`src/rtl/dcss_pkg.sv`:
```
package dcss_pkg;

  localparam int unsigned IdW   = 11;
  localparam int unsigned LenW  = 4;
  localparam int unsigned ValW  = 15;
  localparam int unsigned ModeW = 2;
  localparam int unsigned AddrW = 2;

  localparam logic [ModeW-1:0] MODE_AUTO   = 2'd0;
  localparam logic [ModeW-1:0] MODE_MANUAL = 2'd1;
  localparam logic [ModeW-1:0] MODE_DEBUG  = 2'd2;

  localparam logic [AddrW-1:0] REG_ID_MODE  = 2'd0;
  localparam logic [AddrW-1:0] REG_ID_STEER = 2'd1;
  localparam logic [AddrW-1:0] REG_ID_ESTOP = 2'd2;
  localparam logic [AddrW-1:0] REG_ID_MOTOR = 2'd3;

  localparam logic [0:0] OP_FRAME = 1'b0;

  localparam logic signed [ValW-1:0] UNIT_ONE       = 15'sd10000;
  localparam logic signed [ValW-1:0] CREEP_THROTTLE = 15'sd700;
  localparam logic signed [ValW-1:0] RAW_SCALE      = 15'sd100;

  localparam logic [ValW-1:0] DEADBAND    = 15'd300;
  localparam logic [ValW-1:0] CLOSE_BAND  = 15'd200;
  localparam logic [ValW-1:0] DIRECT_TURN = 15'd2000;
  localparam logic [ValW-1:0] LARGE_STEP  = 15'd2500;
  localparam logic [ValW-1:0] MEDIUM_BAND = 15'd1000;

  // ceil(2^16 * 65 / 100), exact floor for step sizes up to LARGE_STEP
  localparam logic [15:0] MAJOR_RECIP = 16'd42599;

  typedef struct packed {
    logic [IdW-1:0] id_mode;
    logic [IdW-1:0] id_steer;
    logic [IdW-1:0] id_estop;
    logic [IdW-1:0] id_motor;
  } ids_t;

  typedef struct packed {
    logic            operation;
    logic [IdW-1:0]  frame_id;
    logic [LenW-1:0] frame_len;
    logic [7:0]      byte_low;
    logic [7:0]      byte_high;
    logic            time_elapsed;
  } item_t;

  typedef struct packed {
    logic signed [ValW-1:0] steer_out;
    logic signed [ValW-1:0] throttle_goal;
    logic                   brake_on;
    logic [ModeW-1:0]       drive_mode;
    logic                   pid_clear;
    logic                   control_ran;
  } result_t;

endpackage

```
`src/rtl/dcss_smooth.sv`:
```
module dcss_smooth (
  input  logic signed [dcss_pkg::ValW-1:0] goal,
  input  logic signed [dcss_pkg::ValW-1:0] pos,
  output logic signed [dcss_pkg::ValW-1:0] pos_next
);
  import dcss_pkg::*;

  logic [ValW-1:0]        abs_g;
  logic [ValW-1:0]        abs_t;
  logic signed [ValW-1:0] t;
  logic signed [ValW:0]   d;
  logic [ValW:0]          d_neg;
  logic [ValW-1:0]        ad;
  logic [11:0]            ad12;
  logic [27:0]            prod;
  logic [11:0]            q;
  logic signed [ValW:0]   sum;

  always_comb begin
    abs_g = goal[ValW-1] ? ValW'(-goal) : ValW'(goal);
    if (abs_g < DEADBAND) begin
      t     = '0;
      abs_t = '0;
    end else begin
      t     = goal;
      abs_t = abs_g;
    end
    d     = (ValW+1)'(t) - (ValW+1)'(pos);
    d_neg = -d;
    ad    = d[ValW] ? d_neg[ValW-1:0] : d[ValW-1:0];
    ad12  = ad[11:0];
    prod  = 28'(ad12) * 28'(MAJOR_RECIP);
    q     = (abs_t > MEDIUM_BAND) ? prod[27:16] : (ad12 >> 2);
    sum   = d[ValW] ? ((ValW+1)'(pos) - (ValW+1)'(q)) : ((ValW+1)'(pos) + (ValW+1)'(q));

    if (ad < CLOSE_BAND) begin
      pos_next = t;
    end else if (abs_t > DIRECT_TURN || ad > LARGE_STEP) begin
      pos_next = t;
    end else if (sum > (ValW+1)'(UNIT_ONE)) begin
      pos_next = UNIT_ONE;
    end else if (sum < -(ValW+1)'(UNIT_ONE)) begin
      pos_next = -UNIT_ONE;
    end else begin
      pos_next = sum[ValW-1:0];
    end
  end

endmodule

```
`src/rtl/dcss_core.sv`:
```
module dcss_core (
  input  logic              clk,
  input  logic              rst,
  input  dcss_pkg::ids_t    ids,
  input  logic              go,
  input  dcss_pkg::item_t   item,
  output dcss_pkg::result_t res
);
  import dcss_pkg::*;

  logic [ModeW-1:0]       mode_reg, mode_reg_next;
  logic signed [ValW-1:0] steer_goal, steer_goal_next;
  logic signed [ValW-1:0] steer_position, steer_position_next;
  logic signed [ValW-1:0] throttle_reg, throttle_reg_next;
  logic                   brake_reg, brake_reg_next;

  logic [15:0]            u16;
  logic signed [15:0]     raw;
  logic                   short_len;
  logic signed [7:0]      rc;
  logic signed [ValW-1:0] rcx;
  logic signed [ValW-1:0] long_val;
  logic signed [ValW-1:0] sat_val;
  logic                   estop_on, estop_off;
  logic                   consumed, pid_clear, ran;
  logic signed [ValW-1:0] smooth_pos;

  dcss_smooth u_smooth (
    .goal     (steer_goal),
    .pos      (steer_position),
    .pos_next (smooth_pos)
  );

  always_comb begin
    u16       = {item.byte_high, item.byte_low};
    raw       = $signed(u16);
    short_len = item.frame_len < LenW'(2);
    if (raw > 16'sd100) begin
      rc = 8'sd100;
    end else if (raw < -16'sd100) begin
      rc = -8'sd100;
    end else begin
      rc = raw[7:0];
    end
    rcx      = ValW'(rc);
    long_val = rcx * RAW_SCALE;
    if (short_len) begin
      sat_val   = (item.byte_low == 8'd0) ? '0 : UNIT_ONE;
      estop_on  = item.byte_low == 8'd1 || item.byte_low == 8'd5;
      estop_off = item.byte_low == 8'd0;
    end else begin
      sat_val   = long_val;
      estop_on  = raw >= 16'sd100;
      estop_off = raw == 16'sd0;
    end

    mode_reg_next       = mode_reg;
    steer_goal_next     = steer_goal;
    steer_position_next = steer_position;
    throttle_reg_next   = throttle_reg;
    brake_reg_next      = brake_reg;
    consumed            = 1'b0;
    pid_clear           = 1'b0;
    ran                 = 1'b0;

    if (item.operation == OP_FRAME) begin
      if (item.frame_id == ids.id_mode) begin
        consumed = 1'b1;
        if (u16 <= 16'd2) begin
          mode_reg_next       = u16[ModeW-1:0];
          pid_clear           = 1'b1;
          steer_position_next = steer_goal;
          if (u16 != 16'd0) begin
            throttle_reg_next = '0;
            steer_goal_next   = '0;
          end
        end
      end else if (item.frame_id == ids.id_steer) begin
        consumed        = 1'b1;
        steer_goal_next = sat_val;
      end else if (item.frame_id == ids.id_estop) begin
        consumed = 1'b1;
        if (estop_on) begin
          throttle_reg_next = '0;
          brake_reg_next    = 1'b1;
        end else if (estop_off) begin
          throttle_reg_next = CREEP_THROTTLE;
          brake_reg_next    = 1'b0;
        end
      end else if (item.frame_id == ids.id_motor && mode_reg == MODE_MANUAL) begin
        consumed          = 1'b1;
        throttle_reg_next = sat_val;
      end else if (item.frame_id == ids.id_motor && mode_reg == MODE_DEBUG) begin
        consumed          = 1'b1;
        throttle_reg_next = CREEP_THROTTLE;
      end
    end

    if (!consumed && item.time_elapsed) begin
      steer_position_next = smooth_pos;
      ran                 = 1'b1;
    end

    res.steer_out     = steer_position_next;
    res.throttle_goal = throttle_reg_next;
    res.brake_on      = brake_reg_next;
    res.drive_mode    = mode_reg_next;
    res.pid_clear     = pid_clear;
    res.control_ran   = ran;
  end

  always_ff @(posedge clk) begin
    if (rst) begin
      mode_reg       <= MODE_MANUAL;
      steer_goal     <= '0;
      steer_position <= '0;
      throttle_reg   <= '0;
      brake_reg      <= 1'b0;
    end else if (go) begin
      mode_reg       <= mode_reg_next;
      steer_goal     <= steer_goal_next;
      steer_position <= steer_position_next;
      throttle_reg   <= throttle_reg_next;
      brake_reg      <= brake_reg_next;
    end
  end

endmodule

```
`src/rtl/drive_command_steering_smoother.sv`:
```
// An accepted input waits in the input register and moves to the result register,
// which drives m_tvalid, once that register is empty or its result is taken.
// Throughput: one item per cycle while m_tready does not stall the output; the
// state update and steering step are combinational between the two registers.
// Reset (rst, synchronous): mode manual, steering and throttle targets zero,
// brake released, frame identifiers 0..3, both pipeline registers empty.
module drive_command_steering_smoother (
  input  logic                        clk,
  input  logic                        rst,
  input  logic                        s_tvalid,
  output logic                        s_tready,
  // frame_id[10:0], frame_len[14:11], byte_low[22:15], byte_high[30:23],
  // time_elapsed[31]
  input  logic [31:0]                 s_tdata,
  // operation[0]
  input  logic [0:0]                  s_tuser,
  output logic                        m_tvalid,
  input  logic                        m_tready,
  // steer_out[14:0], throttle_goal[29:15], brake_on[30], drive_mode[32:31],
  // pid_clear[33], control_ran[34], zero[39:35]
  output logic [39:0]                 m_tdata,
  input  logic                        cfg_we,
  input  logic [dcss_pkg::AddrW-1:0]  cfg_addr,
  input  logic [dcss_pkg::IdW-1:0]    cfg_data
);
  import dcss_pkg::*;

  ids_t    ids;
  item_t   in_item;
  logic    in_valid;
  result_t core_res;
  result_t out_res;
  logic    accept_in;
  logic    advance;

  assign s_tready  = !in_valid || !m_tvalid || m_tready;
  assign accept_in = s_tvalid && s_tready;
  assign advance   = in_valid && (!m_tvalid || m_tready);

  always_ff @(posedge clk) begin
    if (rst) begin
      ids.id_mode  <= IdW'(0);
      ids.id_steer <= IdW'(1);
      ids.id_estop <= IdW'(2);
      ids.id_motor <= IdW'(3);
    end else if (cfg_we) begin
      unique case (cfg_addr)
        REG_ID_MODE:  ids.id_mode  <= cfg_data;
        REG_ID_STEER: ids.id_steer <= cfg_data;
        REG_ID_ESTOP: ids.id_estop <= cfg_data;
        REG_ID_MOTOR: ids.id_motor <= cfg_data;
        default: ;
      endcase
    end
  end

  always_ff @(posedge clk) begin
    if (rst) begin
      in_valid <= 1'b0;
    end else if (accept_in) begin
      in_valid <= 1'b1;
    end else if (advance) begin
      in_valid <= 1'b0;
    end
  end

  always_ff @(posedge clk) begin
    if (accept_in) begin
      in_item.operation    <= s_tuser[0];
      in_item.frame_id     <= s_tdata[10:0];
      in_item.frame_len    <= s_tdata[14:11];
      in_item.byte_low     <= s_tdata[22:15];
      in_item.byte_high    <= s_tdata[30:23];
      in_item.time_elapsed <= s_tdata[31];
    end
  end

  dcss_core u_core (
    .clk  (clk),
    .rst  (rst),
    .ids  (ids),
    .go   (advance),
    .item (in_item),
    .res  (core_res)
  );

  always_ff @(posedge clk) begin
    if (rst) begin
      m_tvalid <= 1'b0;
    end else if (advance) begin
      m_tvalid <= 1'b1;
    end else if (m_tready) begin
      m_tvalid <= 1'b0;
    end
  end

  always_ff @(posedge clk) begin
    if (advance) begin
      out_res <= core_res;
    end
  end

  assign m_tdata = {5'b0, out_res.control_ran, out_res.pid_clear, out_res.drive_mode,
                    out_res.brake_on, out_res.throttle_goal, out_res.steer_out};

  a_in_hold: assert property (@(posedge clk) disable iff (rst)
    in_valid && !advance |=> in_valid && $stable(in_item))
    else $error("input register lost an item under stall");

  a_clear_no_step: assert property (@(posedge clk) disable iff (rst)
    m_tvalid |-> !(out_res.pid_clear && out_res.control_ran))
    else $error("pid clear and steering step in one result");

  a_steer_range: assert property (@(posedge clk) disable iff (rst)
    m_tvalid |-> (out_res.steer_out <= UNIT_ONE && out_res.steer_out >= -UNIT_ONE))
    else $error("steering position out of range");

  a_throttle_range: assert property (@(posedge clk) disable iff (rst)
    m_tvalid |-> (out_res.throttle_goal <= UNIT_ONE && out_res.throttle_goal >= -UNIT_ONE))
    else $error("throttle target out of range");

endmodule

```
`config.mk`:
```
export PLATFORM = sky130hd
export DESIGN_NAME = drive_command_steering_smoother
export DESIGN_NICKNAME = d
export VERILOG_FILES = /design/src/rtl/dcss_pkg.sv /design/src/rtl/dcss_smooth.sv /design/src/rtl/dcss_core.sv /design/src/rtl/drive_command_steering_smoother.sv
export SDC_FILE = /design/constraint.sdc
export NUM_CORES = 1
export LEC_CHECK = 0
export ABC_AREA = 1
export ABC_CLOCK_PERIOD_IN_PS = 9800
export BUFFER_PORTS_ARGS = -buffer_cell sky130_fd_sc_hd__buf_2
export CAP_MARGIN = 10
export CORE_MARGIN = 2
export CORE_UTILIZATION = 45
export DETAILED_ROUTE_END_ITERATION = 8
export PLACE_DENSITY_LB_ADDON = 0.3
export SYNTH_ARGS = -nofsm -noshare
export SYNTH_HDL_FRONTEND = slang
export SYNTH_SLANG_ARGS = --single-unit
```
`constraint.sdc`:
```
create_clock -name clk -period 9.8 [get_ports clk]
set_input_delay 0 -clock clk [delete_from_list [all_inputs] [get_ports clk]]
set_output_delay 0 -clock clk [all_outputs]
set_load 0.01 [all_outputs]
```
# After elaboration in Yosys (flattened, before gate mapping)
# Cells that the tools add are included.
[totals]
regBits = 162
inputBits = 51
out_inout_bits = 42
wordCells = 138
[classes]
addsub = 5
mul = 2
n_lt_le_gt_ge = 12
eq_ne = 13
mux = 55
bitwise_logic = 2
reduce_logical = 26
[op_table]
columns = ["op", "count"]
rows = [
  ["15-bit two-way mux", 27],
  ["11-bit == test", 4],
  ["15-bit negation", 2],
  ["12-bit by 16-bit multiplier with 28-bit output (second input constant)", 1],
  ["1-bit two-way mux", 20],
  ["15-bit by 13-bit adder with 16-bit output", 1],
  ["16-bit by 8-bit greater-or-equal comparator with 1-bit output (second input constant)", 1],
  ["16-bit by 15-bit greater-than comparator with 1-bit output (second input constant)", 1],
  ["16-bit by 8-bit greater-than comparator with 1-bit output (second input constant)", 1],
  ["16-bit by 2-bit less-or-equal comparator with 1-bit output (second input constant)", 1],
  ["16-bit logical NOT", 1],
  ["16-bit by 15-bit less-than comparator with 1-bit output (second input constant)", 1],
  ["16-bit by 8-bit less-than comparator with 1-bit output (second input constant)", 1],
  ["16-bit two-way mux", 1],
  ["8-bit two-way mux", 2],
  ["16-bit nonzero test", 1],
  ["15-bit by 13-bit subtractor with 16-bit output", 1],
  ["15-bit by 15-bit subtractor with 16-bit output", 1],
  ["15-bit by 10-bit greater-than comparator with 1-bit output (second input constant)", 1],
  ["15-bit by 11-bit greater-than comparator with 1-bit output (second input constant)", 1],
  ["15-bit by 12-bit greater-than comparator with 1-bit output (second input constant)", 1],
  ["15-bit by 8-bit less-than comparator with 1-bit output (second input constant)", 1],
  ["15-bit by 9-bit less-than comparator with 1-bit output (second input constant)", 1],
  ["14-bit two-way mux", 1],
  ["19 further kinds", 41],
]

# Logic depth before layout (Yosys ltp)
[depth]
ltp_word = 17
depth_mapped = 79
ltp_nobuf = 78

# Cells and area by module
# A second synthesis with hierarchy kept.
[unflattened]
hier_cells = 2220
area_unflattened_um2 = 15590.0
[by_module_without_submodules]
columns = ["module", "n_inst", "cells_per_inst", "area_each_um2", "seq_area_each_um2"]
rows = [
  ["dcss_smooth", 1, 1105, 7113.1, 0.0],
  ["dcss_core", 1, 751, 4486.8, 920.9],
  ["drive_command_steering_smoother", 1, 364, 3990.1, 2962.8],
]

# Worst setup path after synthesis
# OpenSTA, ideal clock, no wires.
[synth_path]
path_kind = "reg-to-reg"
start = "register u_core.steer_goal[2]"
end = "register out_res (netlist bit m_tdata[6]) (data pin)"
t_arrival_ns = 10.120
required_time_ns = 9.548
slack_ns = -0.572
stages_incl_launch_ff = 74
path_buffers = 3
synth_period_minus_slack_ns = 10.372
cell_sequence = "dfxtp_1 -> inv_1 -> ha_1 -> nand2_2 -> inv_2 -> nand2_2 -> nor3_1 -> nor2_2 -> inv_1 -> nor2_1 -> nand3_1 -> inv_1 -> clkbuf_1 -> nor2_1 -> ha_1 -> nand2_1 -> inv_1 -> a21oi_2 -> [38 not listed] -> nand2_1 -> nor3_1 -> nand3_1 -> o2111ai_1 -> a21oi_1 -> o21bai_1 -> nand2_1 -> nand2_1 -> a21oi_1 -> inv_1 -> nand3_2 -> nand3_4 -> buf_6 -> nand2_1 -> nand2_1 -> nand2_1 -> nand2_1 -> inv_1"
[synth_rtl]
columns = ["item", "line_no", "text"]
rows = [
  ["start, declared", "dcss_core.sv:12", "logic signed [ValW-1:0] steer_goal, steer_goal_next;"],
  ["start signal, assigned", "dcss_core.sv:121", "steer_goal <= steer_goal_next;"],
  ["end signal, assigned", "drive_command_steering_smoother.sv:99", "out_res <= core_res;"],
  ["end, declared", "drive_command_steering_smoother.sv:32", "result_t out_res;"],
]

==> run summary <==
Status: finished with violations
Violated checks: setup timing
Area grow syn2layout: 42.2%
Number of flops mapped to enable cells by yosys: 67
Worst-margin pin slew: 1.12 ns
CTS Buffer Depth: 2
Port Buffer Count: 86
Latest clock arrival within the worst-skew pair: 0.44 ns
Antenna-violating nets left: 0
Root Buffer: clkbuf_16
Core area: 32300 sq um
Max FFs per register: 44
Placed wire-length estimate: 33.2 mm
Post-route insts no fill: 2961
Pin count of the biggest net entering global routing: 59
Syn. warnings: 0
Nets: 2763
Sink Count: 159
# setup viols final: 30
Final period util: 109%
Max Fclk: 94.0 MHz
Commonest cells after routing, fill and taps aside: buf_4, nand2_1, inv_1
Vias in the first global route: 15700
Final hold violations: 0
Pre-Repair DR Iteration Count: 9
Die footprint: 34000 sq um
Asr flop ratio synth: 0%
Placed cell count: 2729
Synth area leader: edfxtp_1
Commonest non-fill, non-tap cell in the layout: buf_4
Crit start category: register
CTS tree: yes
Most frequent CP cell: buf_4
Initial antenna violation count: 0
Vias: 15900
Diode count: 0
Tmin final: 10.64 ns
Final worst setup slack: -0.838 ns
Post-synthesis cell area: 14600 sq um
Syn Area/Cell: 7.30 sq um
Instance count of the mapped netlist: 2003
H-Tree Depth: 4
Global-route wire length before repair: 77.8 mm
Ports: 93
Placement Setup Slack: -0.737 ns
FF+latch count, synth: 159
Worst Hold Slack: 0.0524 ns
Die width: 184 um
Drt total wl: 51.2 mm
GP Congestion: 0.931
CP max FO: 6
Vert. Die Dim: 184 um
Total Routing Usage GR: 29.1%
Critical path arrival: 10.83 ns
Remaining global-route overflow: 0
Ranking of synthesized cells by area: edfxtp_1, dfxtp_1, ha_1, nand2_1, inv_1
Initial Util: 45.3%
Drt drc: 0
Rel. slew slack: 24.4%
Critical path class: register to register
CTS clk-pin slew, worst paths: 0.07 ns
Largest Register: ids
CP bufs+invs: 52
RSZ-0062 raised after global routing: true
Drt via density: 5.35
CP max stage delay: 0.38 ns
CP max-delay cell: dfxtp_4
Num CTS Buffers: 17
Primary FF master, synth: dfxtp_1
Worst setup EP type: register
DRT iter0 DRCs: 1278
Yosys cell types: 59
DR WL/cell: 17.3 um
Share of cells above drive strength 1: 33.6%
Top cell family by delay on the critical path: buffers and inverters
HP Class: primary input to register
Skew final: 0.0144 ns
Std cell rows: 66
WP data required: 9.99 ns
Seq/Total Area, Yosys: 26.4%
Max cap viols: 0
Max Slew Vio Count: 0
Top-area cell type share of the netlist area: 13.8%
==> final timing paths <==
kind	startpoint	end	slack (ns)	depth (start not counted)
worst min-delay path	cfg_addr[0]	ids[12]	0.05	4
worst min register to register	ids[9]	ids[9]	0.47	2
worst max register to register	u_core.steer_goal[3]	m_tdata[13]	-0.84	79
worst max-delay path	u_core.steer_goal[3]	m_tdata[13]	-0.84	79
==> cell families (layout without fill, tap and decap cells) <==
group	Yosys count	after routing	synth area share, %
simple gates	843	844	25.3
buf+inv	408	919	10.8
compound gates	308	308	12.0
fa+ha+maj	206	206	20.7
flops	159	159	26.4
xor+xnor	78	78	4.77
other cells	1	5	0.0256
==> layout make-up <==
| type | count | area (sq um) |
|---|---|---|
| timing repair inverter | 2 | 18.8 |
| tap | 442 | 553 |
| clock inverter | 12 | 113 |
| multi-input combinational | 1441 | 10500 |
| sequential | 159 | 3860 |
| clock buffer | 20 | 479 |
| inverter | 364 | 1390 |
| fill | 2602 | 11500 |
| timing repair buffer | 521 | 3890 |
==> metal layers <==
metal	share of wire (%)	vias to the layer above	track usage (%)
li1	-	7476	-
met5	0	-	0
met4	5.0	0	13.4
met3	6.9	241	5.02
met1	40	7405	35.0
met2	48	732	50.8
==> Yosys cell counts, drive strengths merged, types with 5 or more instances <==
cell / instances
nor2: 196
a21o: 5
nand2: 443
xor2: 59
o22ai: 9
nor3: 22
a31oi: 5
xnor2: 19
edfxtp: 67
fa: 60
a21oi: 113
inv: 364
o21a: 9
nand3: 126
buf: 13
nor4: 12
o21ai: 124
o21bai: 7
dfxtp: 92
ha: 146
clkbuf: 31
nand4: 30
o211ai: 13
or2: 8
==> worst reg2reg max path: cells and delay by family, from the launching register on <==
family	cells	cell delay [ns]
buffers and inverters	52	6.52
AND/OR/NAND/NOR	21	2.20
adder cells (fa/ha/maj)	2	0.51
AO/OA/AOI/OAI	2	0.41
flip-flops	1	0.38
XOR/XNOR	2	0.37
==> stage by stage <==
step	TNS [ns]	cell area, sq um	utilization [%]
3_3_place_gp	-14.28	17300	53.7
2_1_floorplan	0	14800	-
5_1_grt	-35.50	20800	64.4
4_1_cts	-4.94	20000	61.9
3_5_place_dp	-19.72	17300	53.7
6_report	-23.87	20800	64.4
==> timing repair <==
action | CTS | global route
endpoints found under the setup margin | 30 | 30
hold buffers | 45 | 0
pin swaps | 85 | 112
gates resized for setup | 162 | 162
endpoints found under the hold margin | 78 | 0
cloned | 4 | 0
setup buffers | 127 | 26
Power is left out: the tool's default activity adds up to more than one toggle a clock period on the data nets, which glitch-free logic cannot reach.
